<file path="config.mk">
export PLATFORM = sky130hd
export DESIGN_NAME = windowed_pid_step_top_flat
export DESIGN_NICKNAME = d
export VERILOG_FILES = /design/src/sv/wpid_pkg.sv /design/src/sv/wpid_ifs.sv /design/src/sv/windowed_pid_step_top.sv /design/src/sv/wpid_cfg.sv /design/src/sv/wpid_state.sv /design/src/sv/wpid_mult.sv /design/src/sv/wpid_out.sv /design/src/flat_wrapper.sv
export VERILOG_INCLUDE_DIRS = /design/src /design/src/sv
export SDC_FILE = /design/constraint.sdc
export NUM_CORES = 2
export LEC_CHECK = 0
export ABC_AREA = 1
export BUFFER_PORTS_ARGS = -buffer_cell sky130_fd_sc_hd__clkbuf_2
export CORE_MARGIN = 2
export CORE_UTILIZATION = 35
export DETAILED_ROUTE_END_ITERATION = 7
export SYNTH_ARGS = -nofsm -noshare
export SYNTH_HDL_FRONTEND = slang
export SYNTH_SLANG_ARGS = --single-unit
</file>
<file path="constraint.sdc">
create_clock -name clk -period 9.5 [get_ports clk]
set_input_delay 0.95 -clock clk [delete_from_list [all_inputs] [get_ports clk]]
set_output_delay 0.95 -clock clk [all_outputs]
set_load 0.02 [all_outputs]
</file>
<file path="src/sv/windowed_pid_step_top_defines.svh">
// Assertion macros shared by the windowed PID step design.
`ifndef WINDOWED_PID_STEP_TOP_DEFINES_SVH
`define WINDOWED_PID_STEP_TOP_DEFINES_SVH

// Consequent must hold in the same cycle as the antecedent.
`define WPID_ASSERT_SAME(name, clk, rst_n, ante, cons, msg) \
    name: assert property (@(posedge clk) disable iff (!rst_n) (ante) |-> (cons)) \
        else $error(msg);

// Consequent must hold in the cycle after the antecedent.
`define WPID_ASSERT_NEXT(name, clk, rst_n, ante, cons, msg) \
    name: assert property (@(posedge clk) disable iff (!rst_n) (ante) |=> (cons)) \
        else $error(msg);

`endif

</file>
<file path="src/sv/wpid_pkg.sv">
`default_nettype none

package wpid_pkg;

    localparam int DATA_W    = 16;
    localparam int ERR_W     = DATA_W + 1;
    localparam int DERIV_W   = ERR_W + 1;
    localparam int INTEG_W   = 24;
    localparam int GAIN_W    = 16;
    localparam int WIN_W     = 16;
    localparam int LIMIT_W   = 23;
    localparam int DRIVE_W   = 16;
    localparam int PROD_P_W  = ERR_W + GAIN_W;
    localparam int PROD_I_W  = INTEG_W + GAIN_W;
    localparam int PROD_D_W  = DERIV_W + GAIN_W;
    localparam int SUM_W     = PROD_I_W + 2;
    localparam int ADDR_W    = 5;
    localparam int PDATA_W   = 32;
    localparam int REG_IDX_W = 3;

    typedef logic [REG_IDX_W-1:0] reg_idx_t;

    localparam reg_idx_t REG_GAIN_P     = 3'd0;
    localparam reg_idx_t REG_GAIN_I     = 3'd1;
    localparam reg_idx_t REG_GAIN_D     = 3'd2;
    localparam reg_idx_t REG_INT_WINDOW = 3'd3;
    localparam reg_idx_t REG_DER_WINDOW = 3'd4;
    localparam reg_idx_t REG_INT_LIMIT  = 3'd5;
    localparam reg_idx_t REG_DEADBAND   = 3'd6;

    localparam logic signed [GAIN_W-1:0] RST_GAIN_P     = 16'sd4096;
    localparam logic signed [GAIN_W-1:0] RST_GAIN_I     = 16'sd0;
    localparam logic signed [GAIN_W-1:0] RST_GAIN_D     = -16'sd3277;
    localparam logic [WIN_W-1:0]         RST_INT_WINDOW = 16'd100;
    localparam logic [WIN_W-1:0]         RST_DER_WINDOW = 16'd150;
    localparam logic [LIMIT_W-1:0]       RST_INT_LIMIT  = 23'd10000;
    localparam logic [WIN_W-1:0]         RST_DEADBAND   = 16'd50;

    typedef struct packed {
        logic signed [GAIN_W-1:0] gain_p;
        logic signed [GAIN_W-1:0] gain_i;
        logic signed [GAIN_W-1:0] gain_d;
        logic [WIN_W-1:0]         integral_window;
        logic [WIN_W-1:0]         derivative_window;
        logic [LIMIT_W-1:0]       integral_limit;
        logic [WIN_W-1:0]         output_deadband;
    } cfg_t;

    // Error, integral and derivative of one word, ready for the multipliers.
    typedef struct packed {
        logic signed [ERR_W-1:0]   err;
        logic signed [INTEG_W-1:0] integ;
        logic signed [DERIV_W-1:0] deriv;
        logic                      in_deadband;
    } s1_t;

    // Weighted terms of one word.
    typedef struct packed {
        logic signed [ERR_W-1:0]    err;
        logic signed [PROD_P_W-1:0] prod_p;
        logic signed [PROD_I_W-1:0] prod_i;
        logic signed [PROD_D_W-1:0] prod_d;
        logic                       in_deadband;
    } s2_t;

endpackage

`default_nettype wire

</file>
<file path="src/sv/wpid_ifs.sv">
`default_nettype none

interface wpid_in_if;
    logic                                 valid;
    logic                                 ready;
    logic signed [wpid_pkg::DATA_W-1:0]   target;
    logic signed [wpid_pkg::DATA_W-1:0]   measured;
    logic                                 restart;

    modport source (output valid, output target, output measured, output restart,
                    input ready);
    modport sink   (input valid, input target, input measured, input restart,
                    output ready);
endinterface

interface wpid_out_if;
    logic                                 valid;
    logic                                 ready;
    logic signed [wpid_pkg::DRIVE_W-1:0]  drive;
    logic signed [wpid_pkg::ERR_W-1:0]    error;

    modport source (output valid, output drive, output error, input ready);
    modport sink   (input valid, input drive, input error, output ready);
endinterface

`default_nettype wire

</file>
<file path="src/sv/windowed_pid_step_top.sv">
// Windowed PID step. Each input word carries a target, a measured value and a
// restart flag; each accepted word yields exactly one output word holding the
// error (target minus measured) and the saturated 16-bit drive. The block takes
// one word per clock cycle as long as the output side keeps taking words, and
// passes each word through the three pipeline registers; a stall on the output
// backs up through them without losing or repeating anything. The first
// stage closes the feedback loop combinationally: it forms the error, updates
// the windowed, saturating integral and the stored error, and works out the
// derivative, so consecutive words see each other's state with no bubble. The
// second stage holds the three gain multipliers, and the third sums the terms,
// scales by the gain fraction bits with truncation toward zero, saturates and
// applies the deadband. Setting restart clears the integral and stored error
// before that word is processed. Configuration registers sit on a simple APB
// port at byte addresses 0 to 24 and must only be written while no word is in
// flight; the block has no clearing pass and is ready straight after reset.
`default_nettype none

module windowed_pid_step_top #(
    parameter int GAIN_FRAC_BITS = 12
) (
    input  wire logic                         clk,
    input  wire logic                         rst_n,
    input  wire logic                         psel,
    input  wire logic                         penable,
    input  wire logic                         pwrite,
    input  wire logic [wpid_pkg::ADDR_W-1:0]  paddr,
    input  wire logic [wpid_pkg::PDATA_W-1:0] pwdata,
    output logic      [wpid_pkg::PDATA_W-1:0] prdata,
    output logic                              pready,
    wpid_in_if.sink                           in_ch,
    wpid_out_if.source                        out_ch
);
    import wpid_pkg::*;

    cfg_t cfg;
    logic s1_valid;
    logic s1_ready;
    s1_t  s1;
    logic s2_valid;
    logic s2_ready;
    s2_t  s2;

    // Register file on the APB port.
    wpid_cfg u_cfg (
        .clk     (clk),
        .rst_n   (rst_n),
        .psel    (psel),
        .penable (penable),
        .pwrite  (pwrite),
        .paddr   (paddr),
        .pwdata  (pwdata),
        .prdata  (prdata),
        .pready  (pready),
        .cfg     (cfg)
    );

    // Stage one: error, integral and derivative, with the controller state.
    wpid_state u_state (
        .clk      (clk),
        .rst_n    (rst_n),
        .cfg      (cfg),
        .in_valid (in_ch.valid),
        .in_ready (in_ch.ready),
        .target   (in_ch.target),
        .measured (in_ch.measured),
        .restart  (in_ch.restart),
        .s1_valid (s1_valid),
        .s1_ready (s1_ready),
        .s1       (s1)
    );

    // Stage two: the three gain products.
    wpid_mult u_mult (
        .clk      (clk),
        .rst_n    (rst_n),
        .cfg      (cfg),
        .s1_valid (s1_valid),
        .s1_ready (s1_ready),
        .s1       (s1),
        .s2_valid (s2_valid),
        .s2_ready (s2_ready),
        .s2       (s2)
    );

    // Stage three: sum, scaling, saturation, deadband and the output register.
    wpid_out #(
        .GAIN_FRAC_BITS (GAIN_FRAC_BITS)
    ) u_out (
        .clk       (clk),
        .rst_n     (rst_n),
        .s2_valid  (s2_valid),
        .s2_ready  (s2_ready),
        .s2        (s2),
        .out_valid (out_ch.valid),
        .out_ready (out_ch.ready),
        .drive     (out_ch.drive),
        .error     (out_ch.error)
    );

endmodule

`default_nettype wire

</file>
<file path="src/sv/wpid_cfg.sv">
`default_nettype none

module wpid_cfg (
    input  wire logic                         clk,
    input  wire logic                         rst_n,
    input  wire logic                         psel,
    input  wire logic                         penable,
    input  wire logic                         pwrite,
    input  wire logic [wpid_pkg::ADDR_W-1:0]  paddr,
    input  wire logic [wpid_pkg::PDATA_W-1:0] pwdata,
    output logic      [wpid_pkg::PDATA_W-1:0] prdata,
    output logic                              pready,
    output wpid_pkg::cfg_t                    cfg
);
    import wpid_pkg::*;

    cfg_t     cfg_reg;
    reg_idx_t idx;
    logic     wr_en;

    assign pready = 1'b1;
    assign idx    = paddr[ADDR_W-1:2];
    assign wr_en  = psel && penable && pwrite && pready;
    assign cfg    = cfg_reg;

    always_ff @(posedge clk or negedge rst_n)
    begin
        if (!rst_n)
        begin
            cfg_reg.gain_p            <= RST_GAIN_P;
            cfg_reg.gain_i            <= RST_GAIN_I;
            cfg_reg.gain_d            <= RST_GAIN_D;
            cfg_reg.integral_window   <= RST_INT_WINDOW;
            cfg_reg.derivative_window <= RST_DER_WINDOW;
            cfg_reg.integral_limit    <= RST_INT_LIMIT;
            cfg_reg.output_deadband   <= RST_DEADBAND;
        end
        else if (wr_en)
        begin
            case (idx)
                REG_GAIN_P:     cfg_reg.gain_p            <= pwdata[GAIN_W-1:0];
                REG_GAIN_I:     cfg_reg.gain_i            <= pwdata[GAIN_W-1:0];
                REG_GAIN_D:     cfg_reg.gain_d            <= pwdata[GAIN_W-1:0];
                REG_INT_WINDOW: cfg_reg.integral_window   <= pwdata[WIN_W-1:0];
                REG_DER_WINDOW: cfg_reg.derivative_window <= pwdata[WIN_W-1:0];
                REG_INT_LIMIT:  cfg_reg.integral_limit    <= pwdata[LIMIT_W-1:0];
                REG_DEADBAND:   cfg_reg.output_deadband   <= pwdata[WIN_W-1:0];
                default:        ;
            endcase
        end
    end

    always_comb
    begin
        case (idx)
            REG_GAIN_P:     prdata = PDATA_W'(unsigned'(cfg_reg.gain_p));
            REG_GAIN_I:     prdata = PDATA_W'(unsigned'(cfg_reg.gain_i));
            REG_GAIN_D:     prdata = PDATA_W'(unsigned'(cfg_reg.gain_d));
            REG_INT_WINDOW: prdata = PDATA_W'(cfg_reg.integral_window);
            REG_DER_WINDOW: prdata = PDATA_W'(cfg_reg.derivative_window);
            REG_INT_LIMIT:  prdata = PDATA_W'(cfg_reg.integral_limit);
            REG_DEADBAND:   prdata = PDATA_W'(cfg_reg.output_deadband);
            default:        prdata = '0;
        endcase
    end

endmodule

`default_nettype wire

</file>
<file path="src/sv/wpid_state.sv">
`default_nettype none

`include "windowed_pid_step_top_defines.svh"

module wpid_state (
    input  wire logic                               clk,
    input  wire logic                               rst_n,
    input  wire wpid_pkg::cfg_t                     cfg,
    input  wire logic                               in_valid,
    output logic                                    in_ready,
    input  wire logic signed [wpid_pkg::DATA_W-1:0] target,
    input  wire logic signed [wpid_pkg::DATA_W-1:0] measured,
    input  wire logic                               restart,
    output logic                                    s1_valid,
    input  wire logic                               s1_ready,
    output wpid_pkg::s1_t                           s1
);
    import wpid_pkg::*;

    logic                      accept;
    logic                      s1_valid_reg;
    s1_t                       s1_reg;
    s1_t                       s1_next;

    logic signed [ERR_W-1:0]   last_error_reg;
    logic signed [ERR_W-1:0]   last_error_next;
    logic signed [INTEG_W-1:0] acc_reg;
    logic signed [INTEG_W-1:0] acc_next;

    logic signed [ERR_W-1:0]   err;
    logic signed [ERR_W-1:0]   err_neg;
    logic [ERR_W-2:0]          aerr;
    logic signed [ERR_W-1:0]   last_eff;
    logic signed [INTEG_W-1:0] acc_eff;
    logic signed [INTEG_W-1:0] acc_neg;
    logic [INTEG_W-1:0]        acc_mag;
    logic signed [INTEG_W:0]   acc_sum;
    logic signed [INTEG_W:0]   lim_pos;
    logic signed [INTEG_W:0]   lim_neg;
    logic signed [INTEG_W-1:0] acc_clamped;
    logic signed [INTEG_W-1:0] acc_step;
    logic                      integ_go;
    logic                      integ_clear;
    logic signed [DERIV_W-1:0] deriv_raw;

    assign in_ready = !s1_valid_reg || s1_ready;
    assign accept   = in_valid && in_ready;
    assign s1_valid = s1_valid_reg;
    assign s1       = s1_reg;

    // A restart zeroes the stored state before this word is used.
    assign last_eff = restart ? '0 : last_error_reg;
    assign acc_eff  = restart ? '0 : acc_reg;

    assign err     = $signed({target[DATA_W-1], target})
                   - $signed({measured[DATA_W-1], measured});
    assign err_neg = -err;
    assign aerr    = err[ERR_W-1] ? err_neg[ERR_W-2:0] : err[ERR_W-2:0];

    assign acc_neg = -acc_eff;
    assign acc_mag = acc_eff[INTEG_W-1] ? acc_neg : acc_eff;

    assign integ_go = (aerr < cfg.integral_window)
                   && (acc_mag < {1'b0, cfg.integral_limit});

    assign acc_sum = $signed({acc_eff[INTEG_W-1], acc_eff})
                   + $signed({{(INTEG_W + 1 - ERR_W){err[ERR_W-1]}}, err});
    assign lim_pos = $signed({2'b00, cfg.integral_limit});
    assign lim_neg = -lim_pos;

    always_comb
    begin
        if (acc_sum > lim_pos)
            acc_clamped = lim_pos[INTEG_W-1:0];
        else if (acc_sum < lim_neg)
            acc_clamped = lim_neg[INTEG_W-1:0];
        else
            acc_clamped = acc_sum[INTEG_W-1:0];
    end

    assign acc_step = integ_go ? acc_clamped : acc_eff;

    // Clear on a zero error or on a sign change against the stored error.
    assign integ_clear = (err == '0)
                      || (!last_eff[ERR_W-1] && (last_eff != '0) && err[ERR_W-1])
                      || (last_eff[ERR_W-1] && !err[ERR_W-1] && (err != '0));

    assign acc_next        = integ_clear ? '0 : acc_step;
    assign last_error_next = err;

    assign deriv_raw = $signed({last_eff[ERR_W-1], last_eff}) - $signed({err[ERR_W-1], err});

    always_comb
    begin
        s1_next.err         = err;
        s1_next.integ       = acc_next;
        s1_next.deriv       = (aerr < cfg.derivative_window) ? deriv_raw : '0;
        s1_next.in_deadband = aerr < cfg.output_deadband;
    end

    always_ff @(posedge clk or negedge rst_n)
    begin
        if (!rst_n)
        begin
            s1_valid_reg   <= 1'b0;
            last_error_reg <= '0;
            acc_reg        <= '0;
        end
        else
        begin
            if (in_ready)
                s1_valid_reg <= in_valid;
            if (accept)
            begin
                last_error_reg <= last_error_next;
                acc_reg        <= acc_next;
            end
        end
    end

    always_ff @(posedge clk)
    begin
        if (accept)
            s1_reg <= s1_next;
    end

    `WPID_ASSERT_NEXT(a_zero_err_clears_integ, clk, rst_n,
        accept && (err == '0), acc_reg == '0,
        "integral not cleared on zero error")
    `WPID_ASSERT_NEXT(a_restart_no_integ, clk, rst_n,
        accept && restart && (aerr >= cfg.integral_window), acc_reg == '0,
        "restart did not clear the integral")
    `WPID_ASSERT_SAME(a_restart_deriv, clk, rst_n,
        accept && restart && (aerr < cfg.derivative_window),
        (s1_next.deriv + $signed({err[ERR_W-1], err})) == '0,
        "derivative after restart is not minus the error")

endmodule

`default_nettype wire

</file>
<file path="src/sv/wpid_mult.sv">
`default_nettype none

module wpid_mult (
    input  wire logic     clk,
    input  wire logic     rst_n,
    input  wire wpid_pkg::cfg_t cfg,
    input  wire logic     s1_valid,
    output logic          s1_ready,
    input  wire wpid_pkg::s1_t s1,
    output logic          s2_valid,
    input  wire logic     s2_ready,
    output wpid_pkg::s2_t s2
);
    import wpid_pkg::*;

    logic s2_valid_reg;
    s2_t  s2_reg;
    s2_t  s2_next;
    logic advance;

    assign s1_ready = !s2_valid_reg || s2_ready;
    assign advance  = s1_valid && s1_ready;
    assign s2_valid = s2_valid_reg;
    assign s2       = s2_reg;

    // Three independent multipliers, one per term.
    always_comb
    begin
        s2_next.err         = s1.err;
        s2_next.prod_p      = PROD_P_W'($signed(s1.err))   * PROD_P_W'($signed(cfg.gain_p));
        s2_next.prod_i      = PROD_I_W'($signed(s1.integ)) * PROD_I_W'($signed(cfg.gain_i));
        s2_next.prod_d      = PROD_D_W'($signed(s1.deriv)) * PROD_D_W'($signed(cfg.gain_d));
        s2_next.in_deadband = s1.in_deadband;
    end

    always_ff @(posedge clk or negedge rst_n)
    begin
        if (!rst_n)
            s2_valid_reg <= 1'b0;
        else if (s1_ready)
            s2_valid_reg <= s1_valid;
    end

    always_ff @(posedge clk)
    begin
        if (advance)
            s2_reg <= s2_next;
    end

endmodule

`default_nettype wire

</file>
<file path="src/sv/wpid_out.sv">
`default_nettype none

`include "windowed_pid_step_top_defines.svh"

module wpid_out #(
    parameter int GAIN_FRAC_BITS = 12
) (
    input  wire logic                                clk,
    input  wire logic                                rst_n,
    input  wire logic                                s2_valid,
    output logic                                     s2_ready,
    input  wire wpid_pkg::s2_t                       s2,
    output logic                                     out_valid,
    input  wire logic                                out_ready,
    output logic signed [wpid_pkg::DRIVE_W-1:0]      drive,
    output logic signed [wpid_pkg::ERR_W-1:0]        error
);
    import wpid_pkg::*;

    localparam logic signed [SUM_W-1:0] ROUND_BIAS = SUM_W'((1 << GAIN_FRAC_BITS) - 1);
    localparam logic signed [SUM_W-1:0] SAT_HI     = SUM_W'(32767);
    localparam logic signed [SUM_W-1:0] SAT_LO     = SUM_W'(-32768);

    logic                      out_valid_reg;
    logic signed [DRIVE_W-1:0] drive_reg;
    logic signed [DRIVE_W-1:0] drive_next;
    logic signed [ERR_W-1:0]   error_reg;
    logic                      advance;
    logic signed [SUM_W-1:0]   sum;
    logic signed [SUM_W-1:0]   biased;
    logic signed [SUM_W-1:0]   scaled;

    assign s2_ready  = !out_valid_reg || out_ready;
    assign advance   = s2_valid && s2_ready;
    assign out_valid = out_valid_reg;
    assign drive     = drive_reg;
    assign error     = error_reg;

    assign sum = SUM_W'(s2.prod_p) + SUM_W'(s2.prod_i) + SUM_W'(s2.prod_d);

    // Bias negative sums so that the arithmetic shift truncates toward zero.
    assign biased = sum + (sum[SUM_W-1] ? ROUND_BIAS : '0);
    assign scaled = biased >>> GAIN_FRAC_BITS;

    always_comb
    begin
        if (s2.in_deadband)
            drive_next = '0;
        else if (scaled > SAT_HI)
            drive_next = SAT_HI[DRIVE_W-1:0];
        else if (scaled < SAT_LO)
            drive_next = SAT_LO[DRIVE_W-1:0];
        else
            drive_next = scaled[DRIVE_W-1:0];
    end

    always_ff @(posedge clk or negedge rst_n)
    begin
        if (!rst_n)
            out_valid_reg <= 1'b0;
        else if (s2_ready)
            out_valid_reg <= s2_valid;
    end

    always_ff @(posedge clk)
    begin
        if (advance)
        begin
            drive_reg <= drive_next;
            error_reg <= s2.err;
        end
    end

    `WPID_ASSERT_NEXT(a_deadband_zero_drive, clk, rst_n,
        advance && s2.in_deadband, out_valid_reg && (drive_reg == '0),
        "drive not zero inside the deadband")

endmodule

`default_nettype wire

</file>
<file path="src/flat_wrapper.sv">
// flat-port wrapper written by rule: the top's interface ports become plain ports
module windowed_pid_step_top_flat import wpid_pkg::*;
#(
    parameter int GAIN_FRAC_BITS = 12
)
  (clk, rst_n, psel, penable, pwrite, paddr, pwdata, prdata, pready, in_ch_valid, in_ch_target, in_ch_measured, in_ch_restart, in_ch_ready, out_ch_valid, out_ch_drive, out_ch_error, out_ch_ready);
  wpid_in_if in_ch_i ();
  wpid_out_if out_ch_i ();
  input  wire logic clk;
  input  wire logic rst_n;
  input  wire logic psel;
  input  wire logic penable;
  input  wire logic pwrite;
  input  wire logic [wpid_pkg::ADDR_W-1:0] paddr;
  input  wire logic [wpid_pkg::PDATA_W-1:0] pwdata;
  output logic      [wpid_pkg::PDATA_W-1:0] prdata;
  output logic pready;
  input wire logic [$bits(in_ch_i.valid)-1:0] in_ch_valid;
  input wire logic [$bits(in_ch_i.target)-1:0] in_ch_target;
  input wire logic [$bits(in_ch_i.measured)-1:0] in_ch_measured;
  input wire logic [$bits(in_ch_i.restart)-1:0] in_ch_restart;
  output wire logic [$bits(in_ch_i.ready)-1:0] in_ch_ready;
  output wire logic [$bits(out_ch_i.valid)-1:0] out_ch_valid;
  output wire logic [$bits(out_ch_i.drive)-1:0] out_ch_drive;
  output wire logic [$bits(out_ch_i.error)-1:0] out_ch_error;
  input wire logic [$bits(out_ch_i.ready)-1:0] out_ch_ready;
  assign in_ch_i.valid = in_ch_valid;
  assign in_ch_i.target = in_ch_target;
  assign in_ch_i.measured = in_ch_measured;
  assign in_ch_i.restart = in_ch_restart;
  assign in_ch_ready = in_ch_i.ready;
  assign out_ch_valid = out_ch_i.valid;
  assign out_ch_drive = out_ch_i.drive;
  assign out_ch_error = out_ch_i.error;
  assign out_ch_i.ready = out_ch_ready;
  windowed_pid_step_top #(.GAIN_FRAC_BITS(GAIN_FRAC_BITS)) u_core (.clk(clk), .rst_n(rst_n), .psel(psel), .penable(penable), .pwrite(pwrite), .paddr(paddr), .pwdata(pwdata), .prdata(prdata), .pready(pready), .in_ch(in_ch_i), .out_ch(out_ch_i));
endmodule
</file>
* Word level (Yosys, flattened, before mapping)
Cells that the tools add are included.
** Storage, ports and cells
- Output and inout bits :: 68
- Register bits :: 381
- Input port bits :: 77
- Word-level logic and storage cells :: 94
** Cells by class
- Reductions and logical operators :: 32
- Mux-type cells :: 12
- Add/subtract/negate cells :: 9
- Equality and inequality tests :: 6
- Multiply operators :: 3
- Magnitude comparators :: 8
** Operator list (count)
- $pmux 23 s7 :: 1
- $mux 24 :: 6
- $lt 16x16->1 :: 3
- $add 41x34->42 :: 1
- $add 42x12->42 :: 1
- $add 33x40->41 :: 1
- $mul 24x16->40 :: 1
- $mul 18x16->34 :: 1
- $reduce_bool 17->1 :: 2
- $mul 17x16->33 :: 1
- $mux 16 :: 2
- $gt 30x16->1 const B :: 1
- $lt 30x16->1 const B :: 1
- $add 24x17->25 :: 1
- $gt 25x24->1 :: 1
- $lt 25x25->1 :: 1
- $neg 23->25 :: 1
- $lt 24x23->1 :: 1
- $neg 24->24 :: 1
- $sub 17x17->18 :: 1
- $logic_not 17->1 :: 1
- $mux 17 :: 1
- $sub 16x16->17 :: 1
- $neg 16->16 :: 1
- other kinds (11) :: 37

* Depth between registers and ports, before layout
- Word-level depth :: 7
- Gate-level depth with buffers :: 44

* By module
A second synthesis with hierarchy kept.
** Unflattened totals
- Cell total of the unflattened synthesis :: 8925
- Area, all modules :: 67138.1 µm²
** By module, submodules not included
- wpid_mult :: instances 1, area each 41437.2 µm², cells an instance 5153
- wpid_state :: instances 1, area each 12040.3 µm², cells an instance 1784
- wpid_out :: instances 1, area each 7464.7 µm², cells an instance 1208
- wpid_cfg :: instances 1, area each 6195.9 µm², cells an instance 780

* Worst setup path after synthesis
Ideal clock, no wire load.
- Path type :: input -> register
- From :: input in_ch_target[0]
- To :: register u_core.u_state.s1_reg, in the netlist u_core.u_state.s1[20], data pin
- Path slack :: 2780 ps
- Stages on the path :: 41
- Library setup time :: 259 ps
- Required time :: 9241 ps
- Arrival time :: 6461 ps
- Cell sequence :: inv_1 ha_1 inv_1 fa_1 nand3_1 nand2_1 nand2_1 o311ai_1 nand2_1 nand2_1 a21oi_1 or2_1 nand2_1 xor2_1 inv_1 ha_1 nand2_1 inv_1 [... 5 more ...] o21a_1 o21ai_0 xor2_1 inv_1 ha_1 a21oi_1 o21ai_0 a211oi_1 nand2_1 or2_2 nand2_1 clkbuf_1 clkbuf_1 nand2_1 o211ai_1 o21ai_0 o21ai_0 nor2_1
** Between the ends
- Word-level cells in the longest chain between the ends :: 7
- Elaborated cells between the ends (all ways) :: 20
- Classes of those cells :: add/sub (3); order compare (3); mux (5); reduce/logical (9)
** Ends and longest elaborated chain
- start: declaration :: RTL line flat_wrapper.sv:19 : input wire logic [$bits(in_ch_i.target)-1:0] in_ch_target;
- $sub 16x16->17 (*) :: RTL line wpid_state.sv:56 : - $signed({measured[DATA_W-1], measured});
- net u_core.u_state.err[12] :: RTL line wpid_state.sv:30 : logic signed [ERR_W-1:0] err;
- $add 24x17->25 or $neg 16->16 (tied branches) :: RTL line wpid_state.sv:67, wpid_state.sv:57
- $lt 25x25->1 or $mux 16 (tied branches) :: RTL line wpid_state.sv:75, wpid_state.sv:58
- $mux 24 or $lt 16x16->1 (tied branches) :: RTL line wpid_state.sv:75, wpid_state.sv:63
- $mux 24 or $logic_and 1x1->1 (tied branches) :: RTL line wpid_state.sv:73, wpid_state.sv:64
- $mux 24 :: RTL line wpid_state.sv:81 : assign acc_step = integ_go ? acc_clamped : acc_eff;
- $mux 24 (*) :: RTL line wpid_state.sv:88 : assign acc_next = integ_clear ? '0 : acc_step;
- net u_core.u_state.acc_next[1] :: RTL line wpid_state.sv:28 : logic signed [INTEG_W-1:0] acc_next;
- end signal: assignment :: RTL line wpid_state.sv:124 : s1_reg <= s1_next;
- end: declaration :: RTL line wpid_state.sv:22 : s1_t s1_reg;
Mark *: on every way through the listed nets, which the timed path passes. The rest lies on a longest branch.
A chain may end at the register's enable or synchronous reset.

==> out/qor.txt <==
status -> completed
largest net degree at the start of global routing -> 78
Ys Warns -> 0
cell mode on critical path -> inv_1
Async SR Flop Fraction -> 42.8%
Worst-path clk slew -> 0.06 ns
max reg flops -> 125
ratio of cells with drive above 1 in the final layout -> 6.17%
FP Rows -> 153
Period Utilization, post-route -> 81.5%
root buffer cell -> clkbuf_16
Mapped Area -> 61200 um^2
first-pass GRT wire length -> 281000 um
worst rel slew slack -> 19.5%
H-Tree Depth -> 2
DR pass1 iterations -> 5
crit-path max cell delay -> 1.01 ns
Setup crit start kind -> register
Final ANT Viol Nets -> 0
cells along the critical path -> nand2_1 -> fa_1 -> inv_1 -> fa_1 -> inv_1 -> fa_1 -> inv_1 -> fa_1 -> inv_1 -> fa_1 -> inv_1 -> fa_1 -> ha_1 -> nand2_1 -> o21ai_0 -> a21oi_1 -> o21ai_0 -> inv_1 -> o21ai_0 -> inv_1 -> o21ai_0 -> a21oi_1 -> o221ai_1 -> xor2_1
gr ovfl total -> 0
maxcap violations -> 0
Setup TNS -> 0 ns
WS Path Type -> reg2reg
GPL Wtd Cong -> 0.916
Avg Vias per Cell -> 4.89
final hold viol count -> 0
Via Count -> 48.2k
placed cell areas -> 64400 um^2
total die area -> 178000 um^2
GRT Overall Usage -> 20.0%
area grow syn2layout -> 7.61%
core area -> 174000 um^2
Worst Path Arrival -> 8.10 ns
skew final -> 0.0734 ns
Final Routed Wirelength -> 175000 um
Final Util -> 37.9%
TritonCTS clock tree -> built
# IOs -> 145
CTS buffer count -> 44
synthesized area per cell -> 8.17 um^2
CP required -> 9.86 ns
slowest CP cell -> dfrtp_1
measured slew at the worst slew-check pin -> 1.21 ns
routed len/inst -> 17.8 um
Buffers on Ports -> 123
DIE HEIGHT -> 422 um
Seq/Total Area, Yosys -> 17.4%
Final min period -> 7.74 ns
Post-synth EDFFs -> 218
Max Fclk -> 0.129 GHz
Slew Limit Fails -> 0
Post-Syn Instances -> 7494
initial antenna violation count -> 1
vias in the first global route -> 50.2k
nets -> 9041
# Post-CTS Setup Buffers -> 0
most frequent cells in the layout -> nand2_1 (1836), inv_1 (1775), fa_1 (984), ha_1 (485), nor2_1 (333)
post-route design area -> 65900 um^2
RSZ-0062 raised after global routing -> false
final setup vio count -> 0
CTS Buffer Depth -> 3
Worst setup EP type -> register
dpl hpwl -> 146000 um
drt initial violations -> 3316
PostCTS Resize Cnt -> 0
number of synthesized register bits -> 381
worst-path fanout max -> 18
HP Class -> in2async
Synth cell types -> 66
Place WS -> 1.59 ns
final worst setup slack -> 1.76 ns
clock latency on the worst-skew pair -> 0.66 ns
Most used DFF post-synth -> edfxtp_1
Die W -> 422 um
Hold Buf Count CTS -> 0
Starting Density -> 35.2%
DR DRC count -> 0
most common cell after layout, fill and taps aside -> nand2_1
clk sink count -> 381
-- cell families after synthesis --
kind of cell    count (synthesis)  synth area share [%]
compound gates                780                  7.20
xor+xnor                      238                  3.40
fa+ha+maj                    1469                  42.1
buf+inv                      2047                  12.7
flops                         381                  17.4
mux                             1                0.0163
other cells                     2                0.0123
simple gates                 2576                  17.2
-- stage by stage --
step,hold WS (ns),instances
final,0.197,9857
after global routing,0.208,9856
after CTS,0.182,9856
after detailed placement,0.407,9774
after global placement,0.404,9774
after floorplan,0.400,7502
-- worst max-delay path, delay by kind of cell, from the launching register on --
kind                     cells  cell delay (ns)
XOR/XNOR                     1             0.36
AO/OA/AOI/OAI                7             1.71
adder cells (fa/ha/maj)      7             3.61
buffers and inverters        7             0.45
AND/OR/NAND/NOR              2             0.28
flip-flops                   1             1.01
-- final timing paths --
path / slack [ns] / cells past startpoint / to / start
setup / recovery: 1.76 / 24 / u_core.u_mult.s2[104]$_DFFE_PP_ / u_core.u_cfg.cfg[110]$_DFFE_PN0P_
hold / removal: 0.20 / 1 / u_core.u_cfg.cfg[37]$_DFFE_PN0P_ / rst_n
setup reg to reg: 1.76 / 24 / u_core.u_mult.s2[104]$_DFFE_PP_ / u_core.u_cfg.cfg[110]$_DFFE_PN0P_
hold reg to reg: 0.42 / 0 / u_core.u_out.error[1]$_DFFE_PP_ / u_core.u_mult.s2[109]$_DFFE_PP_
max in group asynchronous: 7.26 / 3 / u_core.u_cfg.cfg[88]$_DFFE_PN0P_ / rst_n
min in group clk: 0.42 / 0 / u_core.u_out.error[1]$_DFFE_PP_ / u_core.u_mult.s2[109]$_DFFE_PP_
-- Yosys cell counts (11+ instances only) --
| master | n | area (um^2) |
|---|---|---|
| o21ai_0 | 292 | 1460 |
| xnor2_1 | 73 | 639 |
| a21o_1 | 17 | 128 |
| ha_1 | 485 | 6070 |
| a221oi_1 | 14 | 123 |
| o21bai_1 | 12 | 90.1 |
| nand3_1 | 160 | 801 |
| o22ai_1 | 18 | 113 |
| nand4_1 | 45 | 282 |
| o21ai_1 | 11 | 55.1 |
| dfstp_2 | 26 | 683 |
| nor2_2 | 12 | 75.1 |
| fa_1 | 984 | 19700 |
| or2_2 | 58 | 363 |
| a31oi_1 | 16 | 100 |
| buf_4 | 11 | 82.6 |
| xor2_1 | 165 | 1450 |
| clkbuf_1 | 224 | 841 |
| nor3_1 | 50 | 250 |
| nor4_1 | 11 | 68.8 |
| a21oi_1 | 293 | 1470 |
| inv_1 | 1777 | 6670 |
| a21oi_2 | 18 | 158 |
| edfxtp_1 | 218 | 6550 |
| dfrtp_1 | 137 | 3430 |
| inv_2 | 13 | 48.8 |
| o211ai_1 | 24 | 180 |
| nand2_1 | 1836 | 6890 |
| nor2_1 | 335 | 1260 |
| nand2_2 | 28 | 175 |
-- cell type report --
type | instances | area [um^2]
Fill cell | 17944 | 108000
Sequential cell | 381 | 10700
Clock buffer | 51 | 1180
Clock inverter | 31 | 340
Antenna cell | 1 | 2.50
Tap cell | 2325 | 2910
Multi-Input combinational cell | 5074 | 42900
Inverter | 1796 | 6750
Timing Repair Buffer | 198 | 1180
-- metal layers --
metal  vias to the layer above  track usage [%]  part of all wire, %
li1                      22577                -                    -
met1                     23895             26.7                   43
met2                      1470             33.5                   47
met3                       299             2.19                  5.9
met4                         0             7.21                  4.0
met5                         -                0                    0
Power is not shown: default switching activity piles up to over one toggle a cycle in this logic, so the estimate is an artifact.
